`config.mk`:
```
export PLATFORM = sky130hd
export DESIGN_NAME = tspc_ctrl
export DESIGN_NICKNAME = d
export VERILOG_FILES = /design/src/rtl/tspc_pkg.sv /design/src/rtl/tspc_ctrl.sv
export VERILOG_INCLUDE_DIRS = /design/src /design/src/rtl
export SDC_FILE = /design/constraint.sdc
export NUM_CORES = 1
export LEC_CHECK = 0
export BUFFER_PORTS_ARGS = -buffer_cell sky130_fd_sc_hd__buf_2
export CORE_MARGIN = 2
export CORE_UTILIZATION = 43
export CTS_CLUSTER_SIZE = 14
export DETAILED_ROUTE_END_ITERATION = 8
export PLACE_DENSITY = 0.77
export SLEW_MARGIN = 5
export SYNTH_ARGS = -nofsm -noshare
export SYNTH_HDL_FRONTEND = slang
export SYNTH_SLANG_ARGS = --single-unit
```
`constraint.sdc`:
```
create_clock -name clk_i -period 1.4 [get_ports clk_i]
set_clock_uncertainty 0.1 [all_clocks]
set_input_delay 0.28 -clock clk_i [delete_from_list [all_inputs] [get_ports clk_i]]
set_output_delay 0.28 -clock clk_i [all_outputs]
set_load 0.02 [all_outputs]
```
`src/rtl/tile_sprite_pixel_compositor_core_defines.svh`:
```
// Assertion macros for the compositor RTL
`ifndef TILE_SPRITE_PIXEL_COMPOSITOR_CORE_DEFINES_SVH
`define TILE_SPRITE_PIXEL_COMPOSITOR_CORE_DEFINES_SVH

// Concurrent check clocked on clk_i, held off while rst_ni is low
`define TSPC_ASSERT(lbl, prop, msg) \
  lbl: assert property (@(posedge clk_i) disable iff (!rst_ni) (prop)) else $error(msg);

// Same check with an explicit clock and active-low reset
`define TSPC_ASSERT_AT(lbl, clk, rstn, prop, msg) \
  lbl: assert property (@(posedge clk) disable iff (!rstn) (prop)) else $error(msg);

`endif

```
`src/rtl/tspc_pkg.sv`:
```
// Shared types and codes of the tile and sprite pixel compositor
package tspc_pkg;

  typedef enum logic [2:0] {
    MODE_PATTERN = 3'd0,
    MODE_PALETTE = 3'd1,
    MODE_MAP     = 3'd2,
    MODE_SPRITE  = 3'd3,
    MODE_RENDER  = 3'd4
  } tspc_mode_e;

  typedef enum logic [2:0] {
    ST_IDLE,
    ST_SCAN,
    ST_DRAIN1,
    ST_DRAIN2,
    ST_BG_MAP,
    ST_BG_PAT,
    ST_PAL,
    ST_OUT
  } tspc_state_e;

  typedef enum logic {
    REG_SCROLL_X = 1'b0,
    REG_SCROLL_Y = 1'b1
  } tspc_reg_e;

  // Controller to datapath commands
  typedef struct packed {
    logic accept;
    logic issue;
    logic map_rd;
    logic bg_pat;
    logic pal_rd;
    logic out;
  } tspc_cmd_t;

  // Datapath to controller status
  typedef struct packed {
    logic render_go;
  } tspc_status_t;

endpackage

```
`src/rtl/tspc_ctrl.sv`:
```
// Sequencer for item acceptance, sprite scan, background and palette lookups
`include "tile_sprite_pixel_compositor_core_defines.svh"
module tspc_ctrl #(
  parameter int SPRITE_COUNT = 128,
  parameter int SIDX_W = 7
) (
  input  logic                  clk_i,
  input  logic                  rst_ni,
  input  logic                  start_i,
  input  tspc_pkg::tspc_status_t status_i,
  output tspc_pkg::tspc_cmd_t    cmd_o,
  output logic [SIDX_W-1:0]     idx_o,
  output logic                  busy_o
);
  import tspc_pkg::*;

  tspc_state_e       state_q, state_d;
  logic [SIDX_W-1:0] cnt_q, cnt_d;
  logic              last;

  assign last  = (cnt_q == SIDX_W'(SPRITE_COUNT - 1));
  assign idx_o = cnt_q;

  // State and scan counter
  always_ff @(posedge clk_i or negedge rst_ni) begin
    if (!rst_ni) begin
      state_q <= ST_IDLE;
      cnt_q   <= '0;
    end else begin
      state_q <= state_d;
      cnt_q   <= cnt_d;
    end
  end

  // Next state and commands
  always_comb begin
    state_d = state_q;
    cnt_d   = cnt_q;
    cmd_o   = '0;
    busy_o  = 1'b1;
    case (state_q)
      ST_IDLE: begin
        busy_o       = 1'b0;
        cmd_o.accept = start_i;
        cnt_d        = '0;
        if (start_i && status_i.render_go) state_d = ST_SCAN;
      end
      ST_SCAN: begin
        cmd_o.issue = 1'b1;
        cnt_d       = cnt_q + 1'b1;
        if (last) state_d = ST_DRAIN1;
      end
      ST_DRAIN1: state_d = ST_DRAIN2;
      ST_DRAIN2: state_d = ST_BG_MAP;
      ST_BG_MAP: begin
        cmd_o.map_rd = 1'b1;
        state_d      = ST_BG_PAT;
      end
      ST_BG_PAT: begin
        cmd_o.bg_pat = 1'b1;
        state_d      = ST_PAL;
      end
      ST_PAL: begin
        cmd_o.pal_rd = 1'b1;
        state_d      = ST_OUT;
      end
      ST_OUT: begin
        cmd_o.out = 1'b1;
        state_d   = ST_IDLE;
      end
      default: state_d = ST_IDLE;
    endcase
  end

  `TSPC_ASSERT(a_out_single, cmd_o.out |=> !cmd_o.out, "result strobe held two cycles")
  `TSPC_ASSERT(a_out_after_pal, cmd_o.out |-> $past(cmd_o.pal_rd), "result without palette read")
  `TSPC_ASSERT(a_render_busy, (cmd_o.accept && status_i.render_go) |=> busy_o,
    "render item accepted but block not busy")

endmodule

```
Word level (Yosys, flattened, before mapping)
Index checks and enable logic that the tools add are counted.
{"block": "word_totals", "output_inout_bits": 14, "elab_cells": 28, "reg_bits": 10, "inputBits": 4, "mem_bits_ro": 0, "mem_count": 0, "latch_bits": 0, "ramBits": 0}
{"block": "classes", "n_bitwise": 0, "n_mux": 11, "reduce_logical": 4, "n_lt_le_gt_ge": 0, "n_eq_ne": 10, "add_sub_neg": 1, "shifts": 0, "n_mul": 0, "div": 0}
{"operator": "$pmux W3 S8", "n": 1}
{"operator": "$pmux W7 S2", "n": 1}
{"operator": "$eq A3 B3 Y1 const B", "n": 4}
{"operator": "$add A7 B1 Y7 const B", "n": 1}
{"operator": "$eq A7 B7 Y1 const B", "n": 1}
{"operator": "$mux W1", "n": 7}
{"operator": "$eq A3 B2 Y1 const B", "n": 2}
{"operator": "$mux W3", "n": 2}
{"operator": "$ne A2 B2 Y1 const B", "n": 2}
{"operator": "$eq A3 B1 Y1 const B", "n": 1}
{"operator": "$logic_not A3 Y1", "n": 1}
{"operator": "$reduce_and A2 Y1", "n": 1}
{"operator": "$reduce_bool A2 Y1", "n": 1}
{"operator": "$logic_and A1 B1 Y1", "n": 1}

Depth between registers and ports, before layout
{"block": "depth", "word_depth": 3, "mapped_depth": 5, "depth_no_buf": 4}

Worst setup path before layout
Ideal clock, no wire load.
{"block": "synth_timing", "path_type": "register to output", "start": "register state_q[1]", "end": "output port cmd_o[5] in the netlist's numbering", "setup_slack_ns": -0.335, "n_path_buf": 1, "path_stages_with_launch": 4, "arrival_ns": 1.355, "required_time_ns": 1.020, "path_cell_list": "dfrtp_1 buf_4 or3_1 nor2_1"}
{"element": "start, declared", "line": "tspc_ctrl.sv:17", "rtl": "tspc_state_e state_q, state_d;"}
{"element": "start signal, assigned", "line": "tspc_ctrl.sv:30", "rtl": "state_q <= state_d;"}
{"element": "end, declared", "line": "tspc_ctrl.sv:11", "rtl": "output tspc_pkg::tspc_cmd_t cmd_o,"}

==> results.txt <==
----------------------------------------------------
[Outcome]
  Outcome ... finished with violations
  Violations in the final reports ... setup timing

[Final layout]
  Number of antenna diodes ... 0
  Filler Cells Inserted ... 77
  Final cell count without fillers ... 110
  Fraction of layout instances using a drive strength above 1 ... 54.7%
  Number of nets at the end of the flow ... 101
  Total non-filler cell area in the finished layout ... 953 µm²
  Area of all sequential standard cells ... 251 µm²
  Multi-input combinational cell area ... around 360 µm²
  Synthesis-to-finish area growth ... 65.3%

[Drt]
  Number of DRC markers after the initial detailed-route iteration ... 10
  Wire length after detailed routing ... 1580 µm
  Number of vias per cell after detailed routing ... approximately 5.2
  Via count ... 574
  Remaining number of nets flagged by the antenna check after routing ... 0
  Number of DRC violations after detailed routing ... 0
  First-pass iteration count of the detailed router ... 4
  Average wire per cell in the routed design ... 14.4 µm

[Clock tree]
  Max clock buf depth ... 2
  Clock-pin slew reported for the worst setup and hold paths after clock tree synthesis ... 0.06 ns
  Clk root buf ... sky130_fd_sc_hd__clkbuf_4
  Maximum level of the CTS H-tree ... 1
  Number of clock buffers inserted by TritonCTS ... 3
  Source-to-sink clock delay at the later pin of the worst-skew pair ... between 0.2 and 0.3 ns
  Num Clock Sinks ... 10
  CTS tree ... built

[Floorplan]
  DIE AREA ... around 1700 µm²
  Number of rows in the core area ... 13
  Initial standard-cell utilization of the core ... a little under half
  Die Ht ... between 40 and 50 µm
  Width of the die ... between 40 and 50 µm
  Area of the core ... 1270 µm²
  Number of ports placed on the die boundary ... 18

[Hold path]
  Endpoint, Worst Hold ... state_q[0]
  Worst Min Path Start ... status_i
  Tightest Hold Check Type ... input port to flip-flop
  Number of stages on the worst hold path ... 3

[Timing]
  Pins over their slew limit ... 0
  Final critical-path setup slack ... -0.282 ns
  Worst slew pin tran ... between 0.2 and 0.25 ns
  Setup repair after global routing missed its margin ... true
  Post-layout minimum cycle time ... 1.68 ns
  Worst-case hold slack ... 0.186 ns
  Setup violators final ... 7
  Max-Slew Margin vs Limit ... a little over four fifths
  Final worst-path cycle share ... 120%
  Fmax ... 0.595 GHz
  Final number of hold-violating endpoints ... 0

[Synth]
  Number of distinct library cells after synthesis ... 25
  Area of the mapped netlist ... 577 µm²
  Yosys Warn Count ... 0
  Average footprint of a synthesized cell ... around 9.6 µm²
  Seq/Total Area, Yosys ... a little over two fifths
  Number of standard cells after synthesis ... 60
  Syn_nets ... 65
  Number of synthesized register bits ... 10

[Global routing]
  Initial antenna violation count ... 0
  Total gr overflow ... 0
  Wire length of the first global-routing pass ... 2160 µm
  Aggregate global-route resource usage ... 20.9%
  Number of global-route vias before repair ... roughly 480
  Largest net degree at the start of global routing ... 11

[Placed design]
  Worst slack at placement ... -0.0369 ns
  Port Buffer Count ... 17
  Cell area after placement ... 762 µm²
  Placed insts ... 99
  HPWL after detailed placement ... 1020 µm
  Placer Congestion ... 0.838

[Power]
  Areal power density over the cells ... 1300 nW/µm²
  Leakage power total ... 0.468 nW
  IR Drop Worst-Case VDD ... 0.829 mV

[Critical path]
  Worst-case register-to-register setup slack ... 0.01 ns
  Setup Crit Path Kind ... flip-flop to output port
  Destination of the worst register-to-register timing path ... idx_o[4]
  Logic depth of the worst register-to-register path ... 5
  Type of element capturing the critical path ... output port
  CP Launch Type ... flip-flop
  Startpoint of the most critical register-to-register path ... state_q[1]
  Critical-path maximum fanout ... 4
  Required time at the worst-slack endpoint ... 1.02 ns
  Arrival time reported for the critical path endpoint ... approximately 1.3 ns

[Run]
  Number of max-capacitance violations reported ... 0

----------------------------------------------------
cell type report:
| cell class | count | area share [%] |
|---|---|---|
| clock buffer | 4 | 2.76 |
| timing repair buffer | 35 | 29.8 |
| sequential | 10 | 26.4 |
| inverter | 3 | 1.18 |
| tap | 15 | 1.97 |
| multi-input combinational | 43 | 37.9 |
synth_stat cells (all sizes together):
master	instances	area [µm²]
or3	1	6.26
inv	3	11.3
nor4b	1	8.76
a31oi	1	6.26
a21oi	4	20.0
nand4	3	18.8
nor3	2	10.0
dfrtp	10	250
nand2b	1	6.26
nand2	8	30.0
o2bb2ai	1	8.76
nor2	3	11.3
a221o	1	10.0
a22o	1	8.76
or2	1	6.26
ha	1	12.5
xnor2	2	17.5
buf	4	37.5
nor3b	3	33.8
o21ai	3	15.0
mux2i	3	30.0
and3	2	12.5
nand3	1	5.00
routing by layer:
metal  track usage (%)  part of all wire [%]
met4              10.0                   1.7
met3              4.89                   5.1
met5                 0                     0
met1              26.8                    43
met2              32.9                    50
kinds of logic after synthesis:
logic type / synth area share [%]
AND/OR/NAND/NOR: 25.8
XOR/XNOR: 3.04
flip-flops: 43.4
adder cells (fa/ha/maj): 2.17
buffers and inverters: 8.46
multiplexers: 5.21
AO/OA/AOI/OAI: 11.9
metrics by stage:
step,setup TNS [ns],power [W],utilization (%)
6_report,-1.49,0.00124,75.1
4_1_cts,-1.48,0.00116,68.4
3_5_place_dp,-0.0559,0.000913,60.1
5_1_grt,-1.85,0.00131,75.1
2_1_floorplan,-0.0880,0.000700,-
3_3_place_gp,-0.0168,0.000898,60.1
worst max-delay path, cell delays in order (launching register included):
cell                      delay (ns)
sky130_fd_sc_hd__dfrtp_1        0.41
sky130_fd_sc_hd__buf_6          0.14
sky130_fd_sc_hd__buf_12         0.13
sky130_fd_sc_hd__nor3b_2        0.18
sky130_fd_sc_hd__buf_4          0.18
repair_timing:
| action | CTS | global route |
|---|---|---|
| endpoints found under the hold margin | 10 | 0 |
| buffers inserted | 5 | 3 |
| hold buffers | 1 | 0 |
| setup endpoints to repair | 7 | 13 |
| gates resized for setup | 15 | 17 |
| pin swaps | 8 | 7 |
power breakdown:
group / switching, W / internal, W / leakage (nW)
clock: 0.000106 / 0.000110 / 0.0150
sequential: 0.0000383 / 0.000354 / 0.129
combinational: 0.000333 / 0.000295 / 0.325
total: 0.000477 / 0.000760 / 0.468
state kept, by name, indices dropped and copies added, names as in the netlist:
signal,cells
idx_o,7
state_q,3
layout by cell type, fill, tap and decap left out, drive strengths merged, types with 2 or more instances in the layout:
cell / count
nor3: 2
dfrtp: 10
o21ai: 3
and3: 2
mux2i: 3
nand4: 3
a21oi: 4
clkbuf: 4
xnor2: 2
nor3b: 3
nand2: 8
inv: 3
nor2: 3
buf: 34
how the worst max path moves through the flow:
| stage | startpoint | endpoint | slack, ns | depth (start not counted) |
|---|---|---|---|---|
| finish | state_q[1] | cmd_o[2] | -0.28 | 4 |
| detailed placement | state_q[2] | cmd_o[5] | -0.04 | 3 |
| CTS | state_q[2] | cmd_o[5] | -0.24 | 3 |
| global placement | state_q[2] | cmd_o[5] | -0.02 | 3 |
| floorplan | state_q[2] | cmd_o[5] | -0.09 | 3 |
| global route | state_q[1] | cmd_o[2] | -0.31 | 4 |
Note: power is estimated with default switching activity, not from simulation.
